**src/rtl/core/bchd_pkg.sv**
```systemverilog
// shared types and constants of the button click and hold detector
// no dependencies; imported by every module of the block except bchd_slice
`default_nettype none

package bchd_pkg;

  // register indexes of the configuration port
  typedef enum logic [2:0] {
    CFG_DEBOUNCE      = 3'd0,
    CFG_HOLD_TIMEOUT  = 3'd1,
    CFG_CLICK_TIMEOUT = 3'd2,
    CFG_STEP_TIMEOUT  = 3'd3,
    CFG_INVERT_SENSE  = 3'd4,
    CFG_ACTIVE_HIGH   = 3'd5
  } cfg_idx_e;

  localparam int unsigned CFG_IDX_W  = 3;
  localparam int unsigned CFG_DATA_W = 16;
  localparam int unsigned TIME_W     = 32;
  localparam int unsigned CNT_W      = 8;

  localparam logic [CFG_DATA_W-1:0] DEBOUNCE_RST      = 16'd60;
  localparam logic [CFG_DATA_W-1:0] HOLD_TIMEOUT_RST  = 16'd500;
  localparam logic [CFG_DATA_W-1:0] CLICK_TIMEOUT_RST = 16'd500;
  localparam logic [CFG_DATA_W-1:0] STEP_TIMEOUT_RST  = 16'd400;

  localparam logic [CNT_W-1:0] CLICKS_MAX = 8'hFF;

  // bit positions in the sticky event flags
  localparam int unsigned EV_PRESS   = 0;
  localparam int unsigned EV_RELEASE = 1;
  localparam int unsigned EV_CLICK   = 2;
  localparam int unsigned EV_HELD    = 3;

  typedef struct packed {
    logic [CFG_DATA_W-1:0] debounce_ms;
    logic [CFG_DATA_W-1:0] hold_timeout_ms;
    logic [CFG_DATA_W-1:0] click_timeout_ms;
    logic [CFG_DATA_W-1:0] step_timeout_ms;
    logic                  invert_sense;
    logic                  active_high;
  } cfg_t;

  // input word, last member sits in the lowest bits
  typedef struct packed {
    logic              clear_all;
    logic [CNT_W-1:0]  step_clicks;
    logic              step_query;
    logic              ack_clicks;
    logic              ack_held;
    logic              ack_click;
    logic              ack_release;
    logic              ack_press;
    logic [TIME_W-1:0] now_ms;
    logic              pin_level;
  } item_t;

  // result word, last member sits in the lowest bits
  typedef struct packed {
    logic             step_fire;
    logic [CNT_W-1:0] hold_click_count;
    logic [CNT_W-1:0] click_count;
    logic             clicks_ready;
    logic             holding;
    logic             held_event;
    logic             click_event;
    logic             release_event;
    logic             press_event;
    logic             is_pressed;
  } res_t;

  localparam int unsigned ITEM_W = $bits(item_t);
  localparam int unsigned RES_W  = $bits(res_t);

  typedef struct packed {
    logic              pressed_latched;
    logic              debounce_running;
    logic [TIME_W-1:0] event_time;
    logic              hold_active;
    logic              step_active;
    logic              click_pending;
    logic [3:0]        sticky;
    logic              series_ready;
    logic              series_clear_pending;
    logic [CNT_W-1:0]  running_clicks;
    logic [CNT_W-1:0]  closed_clicks;
    logic [CNT_W-1:0]  clicks_before_hold;
  } state_t;

endpackage

`default_nettype wire

```
**src/rtl/core/button_click_hold_detector.sv**
```systemverilog
// Push-button debounce, multi-click and hold detector.
// Each word on the slave stream is one evaluation of the button: raw pin
// level, a millisecond timestamp (differences taken modulo 2^32), event
// acknowledges, a step query and a clear-all flag. Each word gives exactly one
// word on the master stream with the pressed level, sticky event flags, the
// closed click count, the clicks before the latest hold and a step pulse.
// Timeouts and pin sense are set on the write port (index 0 debounce, 1 hold,
// 2 click, 3 step timeout, 4 invert sense, 5 active high); the user must set
// them only while idle, which the block itself does not enforce.
// A word accepted on the slave stream is held in the input register, and its
// result is loaded into the result register, which drives m_axis_tvalid.
// Throughput: one word per cycle while results are taken; the whole update is
// one combinational pass from the state and input registers to the result reg.
// When the receiver stalls the result word holds, the input register fills,
// and s_axis_tready falls only once both are occupied; nothing is lost.
// Reset clears all button state and the stream valids and loads the default
// timeouts (60, 500, 500, 400 ms) with low pin meaning pressed.
// Depends on bchd_pkg, bchd_cfg_regs, bchd_slice and bchd_core.
`default_nettype none

module button_click_hold_detector (
  input  logic                             clk_i,
  input  logic                             rst_ni,
  input  logic                             cfg_we_i,
  input  logic [bchd_pkg::CFG_IDX_W-1:0]   cfg_idx_i,
  input  logic [bchd_pkg::CFG_DATA_W-1:0]  cfg_wdata_i,
  input  logic                             s_axis_tvalid,
  output logic                             s_axis_tready,
  // pin_level, now_ms[32], ack_press, ack_release, ack_click, ack_held,
  // ack_clicks, step_query, step_clicks[8], clear_all
  input  logic [bchd_pkg::ITEM_W-1:0]      s_axis_tdata,
  output logic                             m_axis_tvalid,
  input  logic                             m_axis_tready,
  // is_pressed, press_event, release_event, click_event, held_event,
  // holding, clicks_ready, click_count[8], hold_click_count[8], step_fire
  output logic [bchd_pkg::RES_W-1:0]       m_axis_tdata
);
  import bchd_pkg::*;

  cfg_t                cfg;
  logic                in_valid;
  logic                out_ready;
  logic [ITEM_W-1:0]   in_data;
  res_t                res;

  bchd_cfg_regs u_cfg (
    .clk_i       (clk_i),
    .rst_ni      (rst_ni),
    .cfg_we_i    (cfg_we_i),
    .cfg_idx_i   (cfg_idx_i),
    .cfg_wdata_i (cfg_wdata_i),
    .cfg_o       (cfg)
  );

  bchd_slice #(.Width(ITEM_W)) u_in (
    .clk_i   (clk_i),
    .rst_ni  (rst_ni),
    .valid_i (s_axis_tvalid),
    .ready_o (s_axis_tready),
    .data_i  (s_axis_tdata),
    .valid_o (in_valid),
    .ready_i (out_ready),
    .data_o  (in_data)
  );

  bchd_core u_core (
    .clk_i  (clk_i),
    .rst_ni (rst_ni),
    .step_i (in_valid && out_ready),
    .cfg_i  (cfg),
    .item_i (item_t'(in_data)),
    .res_o  (res)
  );

  bchd_slice #(.Width(RES_W)) u_out (
    .clk_i   (clk_i),
    .rst_ni  (rst_ni),
    .valid_i (in_valid),
    .ready_o (out_ready),
    .data_i  (res),
    .valid_o (m_axis_tvalid),
    .ready_i (m_axis_tready),
    .data_o  (m_axis_tdata)
  );

endmodule

`default_nettype wire

```
**src/rtl/core/bchd_cfg_regs.sv**
```systemverilog
// configuration registers of the button click and hold detector
// depends on bchd_pkg
`default_nettype none

module bchd_cfg_regs (
  input  logic                             clk_i,
  input  logic                             rst_ni,
  input  logic                             cfg_we_i,
  input  logic [bchd_pkg::CFG_IDX_W-1:0]   cfg_idx_i,
  input  logic [bchd_pkg::CFG_DATA_W-1:0]  cfg_wdata_i,
  output bchd_pkg::cfg_t                   cfg_o
);
  import bchd_pkg::*;

  cfg_t cfg_q;

  always_ff @(posedge clk_i or negedge rst_ni) begin
    if (!rst_ni) begin
      cfg_q.debounce_ms      <= DEBOUNCE_RST;
      cfg_q.hold_timeout_ms  <= HOLD_TIMEOUT_RST;
      cfg_q.click_timeout_ms <= CLICK_TIMEOUT_RST;
      cfg_q.step_timeout_ms  <= STEP_TIMEOUT_RST;
      cfg_q.invert_sense     <= 1'b0;
      cfg_q.active_high      <= 1'b0;
    end else if (cfg_we_i) begin
      case (cfg_idx_e'(cfg_idx_i))
        CFG_DEBOUNCE:      cfg_q.debounce_ms      <= cfg_wdata_i;
        CFG_HOLD_TIMEOUT:  cfg_q.hold_timeout_ms  <= cfg_wdata_i;
        CFG_CLICK_TIMEOUT: cfg_q.click_timeout_ms <= cfg_wdata_i;
        CFG_STEP_TIMEOUT:  cfg_q.step_timeout_ms  <= cfg_wdata_i;
        CFG_INVERT_SENSE:  cfg_q.invert_sense     <= cfg_wdata_i[0];
        CFG_ACTIVE_HIGH:   cfg_q.active_high      <= cfg_wdata_i[0];
        default: ;
      endcase
    end
  end

  assign cfg_o = cfg_q;

endmodule

`default_nettype wire

```
**src/rtl/core/bchd_slice.sv**
```systemverilog
// one-word register slice with valid/ready handshake
// depends on nothing; used for the input and the result stage
`default_nettype none

module bchd_slice #(
  parameter int unsigned Width = 8
) (
  input  logic             clk_i,
  input  logic             rst_ni,
  input  logic             valid_i,
  output logic             ready_o,
  input  logic [Width-1:0] data_i,
  output logic             valid_o,
  input  logic             ready_i,
  output logic [Width-1:0] data_o
);

  logic             valid_q;
  logic [Width-1:0] data_q;

  // a held word may be replaced in the cycle it is taken
  assign ready_o = !valid_q || ready_i;

  always_ff @(posedge clk_i or negedge rst_ni) begin
    if (!rst_ni) begin
      valid_q <= 1'b0;
    end else if (ready_o) begin
      valid_q <= valid_i;
    end
  end

  always_ff @(posedge clk_i) begin
    if (valid_i && ready_o) begin
      data_q <= data_i;
    end
  end

  assign valid_o = valid_q;
  assign data_o  = data_q;

endmodule

`default_nettype wire

```
**src/rtl/core/bchd_core.sv**
```systemverilog
// button state registers and the single-pass update for one word
// depends on bchd_pkg
`default_nettype none

module bchd_core (
  input  logic           clk_i,
  input  logic           rst_ni,
  input  logic           step_i,
  input  bchd_pkg::cfg_t  cfg_i,
  input  bchd_pkg::item_t item_i,
  output bchd_pkg::res_t  res_o
);
  import bchd_pkg::*;

  state_t state_q, state_d;

  logic              pressed;
  logic [TIME_W-1:0] diff;

  assign pressed = ~item_i.pin_level ^ cfg_i.invert_sense ^ cfg_i.active_high;
  assign diff    = item_i.now_ms - state_q.event_time;

  always_comb begin
    state_t st;
    logic   touched;
    logic   close_el;
    logic   step_el;
    logic   fire;
    st      = state_q;
    touched = 1'b0;
    fire    = 1'b0;

    // press qualification
    if (pressed && !st.pressed_latched) begin
      if (!st.debounce_running) begin
        st.debounce_running = 1'b1;
        st.event_time       = item_i.now_ms;
        touched             = 1'b1;
      end else if (diff >= {16'b0, cfg_i.debounce_ms}) begin
        st.pressed_latched  = 1'b1;
        st.sticky[EV_PRESS] = 1'b1;
        st.click_pending    = 1'b1;
      end
    end else begin
      st.debounce_running = 1'b0;
    end

    // release
    if (!pressed && st.pressed_latched) begin
      st.pressed_latched = 1'b0;
      if (!st.hold_active && st.running_clicks != CLICKS_MAX) begin
        st.running_clicks = st.running_clicks + 8'd1;
      end
      st.hold_active        = 1'b0;
      st.sticky[EV_RELEASE] = 1'b1;
      st.event_time         = item_i.now_ms;
      touched               = 1'b1;
      if (st.step_active) begin
        st.closed_clicks  = '0;
        st.running_clicks = '0;
        st.step_active    = 1'b0;
      end
      if (st.click_pending) begin
        st.click_pending    = 1'b0;
        st.sticky[EV_CLICK] = 1'b1;
      end
    end

    // hold start; event time moves to now on this path
    if (st.pressed_latched && pressed && !st.hold_active &&
        diff >= {16'b0, cfg_i.hold_timeout_ms}) begin
      st.hold_active        = 1'b1;
      st.clicks_before_hold = st.running_clicks;
      st.sticky[EV_HELD]    = 1'b1;
      st.step_active        = 1'b1;
      st.click_pending      = 1'b0;
      st.event_time         = item_i.now_ms;
      touched               = 1'b1;
    end

    // once event time was moved to now the elapsed time is zero
    close_el = touched ? (cfg_i.click_timeout_ms == '0)
                       : (diff >= {16'b0, cfg_i.click_timeout_ms});
    step_el  = touched ? (cfg_i.step_timeout_ms == '0)
                       : (diff >= {16'b0, cfg_i.step_timeout_ms});

    // series close
    if (close_el && st.running_clicks != '0 && !pressed) begin
      st.closed_clicks  = st.running_clicks;
      st.running_clicks = '0;
      st.series_ready   = 1'b1;
    end

    if (st.series_clear_pending) begin
      st.closed_clicks        = '0;
      st.series_ready         = 1'b0;
      st.series_clear_pending = 1'b0;
    end

    if (item_i.step_query && st.running_clicks == item_i.step_clicks &&
        st.step_active && step_el) begin
      st.event_time = item_i.now_ms;
      fire          = 1'b1;
    end

    res_o.is_pressed       = pressed;
    res_o.press_event      = st.sticky[EV_PRESS];
    res_o.release_event    = st.sticky[EV_RELEASE];
    res_o.click_event      = st.sticky[EV_CLICK];
    res_o.held_event       = st.sticky[EV_HELD];
    res_o.holding          = st.step_active;
    res_o.clicks_ready     = st.series_ready;
    res_o.click_count      = st.closed_clicks;
    res_o.hold_click_count = st.clicks_before_hold;
    res_o.step_fire        = fire;

    // acknowledges act after the result
    if (item_i.ack_press)   st.sticky[EV_PRESS]   = 1'b0;
    if (item_i.ack_release) st.sticky[EV_RELEASE] = 1'b0;
    if (item_i.ack_click)   st.sticky[EV_CLICK]   = 1'b0;
    if (item_i.ack_held)    st.sticky[EV_HELD]    = 1'b0;
    if (item_i.ack_clicks)  st.series_clear_pending = 1'b1;

    if (item_i.clear_all) begin
      st.sticky             = '0;
      st.step_active        = 1'b0;
      st.series_ready       = 1'b0;
      st.clicks_before_hold = '0;
      st.closed_clicks      = '0;
    end

    state_d = st;
  end

  always_ff @(posedge clk_i or negedge rst_ni) begin
    if (!rst_ni) begin
      state_q <= '0;
    end else if (step_i) begin
      state_q <= state_d;
    end
  end

  // state only moves when a word is processed
  a_state_hold: assert property (@(posedge clk_i) disable iff (!rst_ni)
    !step_i |=> $stable(state_q))
    else $error("button state changed without a word");

  // a hold can only exist while the press is latched
  a_hold_latched: assert property (@(posedge clk_i) disable iff (!rst_ni)
    state_q.hold_active |-> state_q.pressed_latched)
    else $error("hold active without latched press");

  // clear all leaves no sticky flag and no ready series
  a_clear_all: assert property (@(posedge clk_i) disable iff (!rst_ni)
    step_i && item_i.clear_all |=> state_q.sticky == '0 && !state_q.series_ready)
    else $error("clear all did not clear flags");

endmodule

`default_nettype wire

```
**config.mk**
```make
export PLATFORM = sky130hd
export DESIGN_NAME = button_click_hold_detector
export DESIGN_NICKNAME = d
export VERILOG_FILES = /design/src/rtl/core/bchd_pkg.sv /design/src/rtl/core/button_click_hold_detector.sv /design/src/rtl/core/bchd_cfg_regs.sv /design/src/rtl/core/bchd_slice.sv /design/src/rtl/core/bchd_core.sv
export SDC_FILE = /design/constraint.sdc
export NUM_CORES = 1
export LEC_CHECK = 0
export ABC_AREA = 1
export BUFFER_PORTS_ARGS = -buffer_cell sky130_fd_sc_hd__buf_4
export CORE_MARGIN = 8
export CORE_UTILIZATION = 61
export DETAILED_ROUTE_END_ITERATION = 8
export PLACE_DENSITY = 0.81
export SLEW_MARGIN = 30
export SYNTH_ARGS = -nofsm -noshare
export SYNTH_HDL_FRONTEND = slang
export SYNTH_SLANG_ARGS = --single-unit
```
**constraint.sdc**
```tcl
create_clock -name clk_i -period 4.7 [get_ports clk_i]
set_input_delay 0.235 -clock clk_i [delete_from_list [all_inputs] [get_ports clk_i]]
set_output_delay 0.235 -clock clk_i [all_outputs]
set_load 0.02 [all_outputs]
```
# Yosys cells after proc, flatten, opt, wreduce, memory -nomap -nowiden
# Index checks and enable logic that the tools add are counted.
# classes
n_addsub,2
n_lt_le_gt_ge,4
n_eq_ne,8
mux,41
n_bitwise,3
n_reduce_logical,33
# op_table
cell,count
32-bit by 16-bit >= comparator with 1-bit output,4
32-bit 2-to-1 mux,3
16-bit 2-to-1 mux,4
36-bit 2-to-1 mux,1
35-bit 2-to-1 mux,1
16-bit logical NOT,2
32-bit subtractor,1
1-bit 2-to-1 mux,26
8-bit 2-to-1 mux,3
1-bit logical AND,13
2-bit AND reduction,6
8-bit by 1-bit adder with 8-bit output (second input constant),1
8-bit == test,1
8-bit != test (second input constant),1
8-bit nonzero test,1
3-bit by 2-bit == test with 1-bit output (second input constant),2
3-bit == test (second input constant),2
1-bit logical NOT,6
5-bit 2-to-1 mux,1
2-bit 2-to-1 mux,2
4-bit != test (second input constant),1
4-bit nonzero test,1
3-bit by 1-bit == test with 1-bit output (second input constant),1
3-bit logical NOT,1
other kinds (4),6
# totals
regBits,207
inputBits,72
out_inout_bits,26

# Longest topological paths before layout
# depth
word_depth,21
ltp_mapped,33
depth_no_buf,32

# Cells and area by module
# A second synthesis with hierarchy kept.
# unflattened
hier_cells,1679
area_unflattened_um2,12757.2
# modules_own_cells
module,instances,cells_each,area_per_inst_um2
bchd_core,1,1296,7813.7
bchd_cfg_regs,1,297,2683.8
bchd_slice (u_in),1,54,1486.4
bchd_slice (u_out),1,30,765.7
button_click_hold_detector,1,2,7.5

# Worst setup path before layout
# OpenSTA, ideal clock, no wires.
# synth_path
path_type,reg-to-reg
start,register u_in.data_q[1] (netlist: u_in.data_o[1])
end,register u_core.state_q[34] (netlist bit)
setup_ps,117
arrival_time_ps,3608
required_ps,4583
setup_slack_ps,975
path_stages_with_launch,28
path_buffers,2
synth_period_minus_slack_ps,3725
cell_sequence,edfxtp_1 > inv_1 > ha_1 > fa_1 > inv_1 > nand2_1 > nand3_1 > nand2_1 > nand2_1 > xor2_1 > ha_1 > and3_1 > a2111oi_0 > nand4_1 > nand2_1 > buf_4 > nand2_1 > nand2_1 > nand2_1 > nor2_1 > nand2_1 > nor2_1 > nand2_2 > nand2_4 > nand2_4 > buf_6 > nand2_1 > nand2_1
# synth_between
elab_chain_cells,21
elab_cells_between_ends,33
cone_classes,1 x add/sub; 4 x order compare; 2 x eq/ne; 13 x mux; 13 x reduce/logical
# synth_lines
element,line,text
start: declaration,bchd_slice.sv:19,logic [Width-1:0] data_q;
start signal: assignment,bchd_slice.sv:34,data_q <= data_i;
32-bit subtractor *,bchd_core.sv:21,assign diff = item_i.now_ms - state_q.event_time;
32-bit by 16-bit >= comparator with 1-bit output,bchd_core.sv:39,"end else if (diff >= {16'b0, cfg_i.debounce_ms}) begin"
1-bit 2-to-1 mux,bchd_core.sv:39,
1-bit 2-to-1 mux,bchd_core.sv:35,if (!st.debounce_running) begin
1-bit 2-to-1 mux,bchd_core.sv:34,if (pressed && !st.pressed_latched) begin
1-bit logical AND,bchd_core.sv:49,if (!pressed && st.pressed_latched) begin
1-bit 2-to-1 mux / 35-bit 2-to-1 mux (equally long branches),bchd_core.sv:49,
1-bit logical AND / 1-bit logical NOT (equally long branches),bchd_core.sv:70,if (st.pressed_latched && pressed && !st.hold_active &&
[3 not listed],n/a,
1-bit 2-to-1 mux,bchd_core.sv:82,close_el = touched ? (cfg_i.click_timeout_ms == '0)
1-bit logical AND (2 in a row),bchd_core.sv:88,if (close_el && st.running_clicks != '0 && !pressed) begin
16-bit 2-to-1 mux,bchd_core.sv:88,
8-bit == test,bchd_core.sv:100,if (item_i.step_query && st.running_clicks == item_i.step_clicks &&
1-bit logical AND (2 in a row),bchd_core.sv:100,
1-bit logical AND,bchd_core.sv:101,st.step_active && step_el) begin
4-bit != test (no source line) / 4-bit nonzero test (equally long branches),n/a,
3-bit AND reduction (no source line),n/a,
end signal: assignment,bchd_core.sv:139,state_q <= state_d;
end: declaration,bchd_core.sv:15,"state_t state_q, state_d;"
# Mark *: on every way between the ends. The rest lies on a longest branch, timed or not.
# A chain may end at the register's enable or synchronous reset.

# Final worst setup path
# layout_path
start,register u_in.data_q[1] (netlist: u_in.data_o[1])
end,register u_core.state_q[41] (netlist bit)
# The elaborated chain is that of the path after synthesis.

==> summary.txt <==
Yosys
  • Synthesized flop and latch total: 207
  • Count leader, synth: nand2_1
  • EDFF count, synth: 72
  • Largest family of logic cells by synthesized area: simple AND/OR/NAND/NOR gates
  • Post-synthesis xor/xnor area fraction: 0.0147
  • Ys async rst share: 0.652
  • Post-synthesis compound-gate area fraction: 0.0891
  • Synthesized area: 12500 um^2
  • Mux contribution to synthesized area: 0
  • Avg Inst Size Synth: 7.76 um^2
  • Synth top area cells: dfrtp_1, edfxtp_1, nand2_1
  • Synth cell types: 46
  • Post-Synth Adder-Cell Area: 0.0995
  • Yosys top cell by area: dfrtp_1
  • Register area share after synthesis: 0.444
  • Cells after Synth: 1614
  • Yosys warns: 0
  • Synth top cells by count: nand2_1, inv_1, dfrtp_1
  • Main flop type after synthesis: dfrtp_1
  • Simple-Gate Fraction of Synth Area: 0.241
  • Synth top area share: 0.232
  • Syn nets: 1785

Worst setup path
  • Worst EP arrival: 4.92 ns
  • CP max-delay cell: fa_1
  • Startpoint Class: register
  • Worst Path Max Fanout: 24
  • Crit path largest cell delay: 0.42 ns
  • CP required: 5.15 ns
  • Kind of critical path: register to register
  • Endpoint class of the critical path: register
  • Most used cell, CP: nand2_1

Placement
  • DP Wirelength: 22300 um
  • I/O Buffers: 97
  • RD Place Congestion: 0.923
  • Placed inst area: 13600 um^2

Power and ir drop
  • Peak supply drop: 0.395 mV
  • Total internal power: 5.35 mW
  • Leakage power total: 7.93 nW
  • Switching share of power: 0.444
  • Net Switching: 4.27 mW
  • Clock Power Share: 0.183
  • P per Cell Area: 640 nW/um^2
  • Overall power: 9.62 mW
  • Comb pwr share: 0.549
  • Flop pwr share: 0.269

Clocking
  • Clk slew on worst S/H paths: 0.06 ns
  • H-tree levels: 1
  • CTS tree: yes
  • CTS Sinks: 207
  • Clk Latency, worst-skew pair: 0.54 ns
  • Clock Path Buffers: 3
  • Root Driver: clkbuf_16
  • Number of buffers created by CTS: 23

GRT
  • Number of antenna violations at the first check in global routing: 0
  • Vias in the first global route: 10926
  • First-pass GRT wire length: 52000 um
  • Tot GR Track Use: 0.245
  • Total grt overflow: 0
  • Largest net degree at the start of global routing: 89

Drt
  • Drt initial violations: 801
  • Residual DRC: 0
  • First-pass DRT Iterations: 6
  • Detail Route Antenna Nets: 0
  • Average wire per standard cell: 15.5 um
  • Total number of vias: 11000
  • Via count normalized by instance count: 5.32
  • DRT Wirelength: 31900 um

Cells and area
  • Area delta synth->final: 20.0%
  • Layout cells sized above 1: 0.126
  • Final net count: 1950
  • Post-route cell area: 15000 um^2
  • # diodes: 0

STA
  • Tightest Pin Transition: 0.933 ns
  • Min cycle time layout: 4.47 ns
  • Number of endpoints failing setup at the final stage: 0
  • Slew HR: 0.375
  • WHS: 0.0258 ns
  • Tcrit/Tclk final: 0.950
  • Post-route setup TNS: 0 ns
  • Max Clk Rate: 224 MHz
  • Clk_skew: 0.0202 ns
  • Final Slew Violations: 0
  • Final hold vios: 0

Floorplan
  • Die ar.: 25400 um^2
  • Die width: 159 um
  • CORE AREA: 20200 um^2
  • Die Height: 159 um
  • Rows: 52
  • Starting Density: 0.621
  • Ports: 98

Status
  • Run status: finished, final reports clean

Job
  • Max-Cap Viols: 0

Worst hold path
  • Min-Delay Path Class: input port to register
## power by group through the flow
stage	Clock, mW	Sequential, mW	Combinational, mW
floorplan	0	2.62	3.40
detailed placement	0	2.60	4.92
global placement	0	2.59	4.72
CTS	1.77	2.58	5.01
finish	1.76	2.58	5.28
global route	1.84	2.63	5.95
## per-layer routing
metal	wire, um	global-route usage	part of all wire
met4	998	0.0845	0.031
met2	15600	0.432	0.49
met1	13500	0.300	0.42
met5	0	0	0
met3	1790	0.0416	0.056
## cells in the final DEF (no fill, tap or decap), drive strengths merged, types with 2 or more instances in the layout
cell type    count
nand2          523
inv            323
buf            121
dfrtp          116
o21ai          103
ha              98
nand3           93
nor2            77
edfxtp          72
dlygate4sd3     54
a21oi           52
clkbuf          28
xor2            20
nand4           19
dfstp           19
o22ai           10
a211oi           9
clkinv           9
a22o             8
nor3             6
nor4             5
clkinvlp         5
nand3b           4
a21o             3
and2             2
o21bai           2
o21a             2
o31ai            2
a31oi            2
## kinds of logic after synthesis
logic type	after synthesis
adders and majority gates	99
xor gates and xnor gates	21
DFF	207
and+or+nand+nor	729
AOI/OAI and AO/OA	198
buffers and inverters	360
## worst paths after layout
path,start,to,slack (ns),cells after the start
worst max-delay path,u_in.data_o[1]$_DFFE_PP_,u_core.state_q[41]$_DFFE_PN0P_,0.23,30
worst min-delay path,cfg_wdata_i[6],u_cfg.cfg_o[40]$_DFFE_PN1P_,0.03,3
worst max register to register,u_in.data_o[1]$_DFFE_PP_,u_core.state_q[41]$_DFFE_PN0P_,0.23,30
worst min register to register,u_in.data_o[36]$_DFFE_PP_,u_core.state_q[29]$_DFFE_PN0P_,0.44,1
max in group asynchronous,rst_ni,u_cfg.cfg_o[50]$_DFFE_PN0P_,3.22,3
min in group asynchronous,rst_ni,u_cfg.cfg_o[61]$_DFFE_PN0P_,0.36,2
## critical path: cells and delay by family (launching register included)
family | cells | cell delay [ns]
compound gates | 3 | 0.27
xor+xnor | 1 | 0.22
fa+ha+maj | 3 | 0.80
buf+inv | 6 | 0.88
flops | 1 | 0.35
simple gates | 17 | 1.84
## final cells by class
type                    instances  area, um^2
clock buffers                  28         604
clock inverters                14         125
fillers                      1512        5140
inverters                     324        1220
multi-input cells            1048        5710
flip-flops and latches        207        5560
well taps                     270         338
repair buffers                175        1470
## metrics by stage
stage	cells	setup WS, ns	util
2_1_floorplan	1614	0.975	-
3_3_place_gp	1966	0.0678	0.673
3_5_place_dp	1966	-0.0367	0.674
4_1_cts	2062	0.0735	0.737
5_1_grt	2066	-0.0229	0.745
6_report	2066	0.233	0.745
## state kept, by name, indices dropped and copies added, names as in the netlist
signal,count
u_cfg.cfg_o,66
u_core.state_q,67
u_in.data_o,48
u_in.valid_o,1
u_out.data_o,24
u_out.valid_o,1
## timing repair
action / in CTS / in global routing
setup buffers: 0 / 3
pin swaps: 0 / 1
endpoints found under the hold margin: 146 / 0
resized for setup: 1 / 24
cloned: 0 / 1
endpoints found under the setup margin: 27 / 32
hold buffers: 54 / 0
No activity file was read; power rests on OpenSTA's default activity.
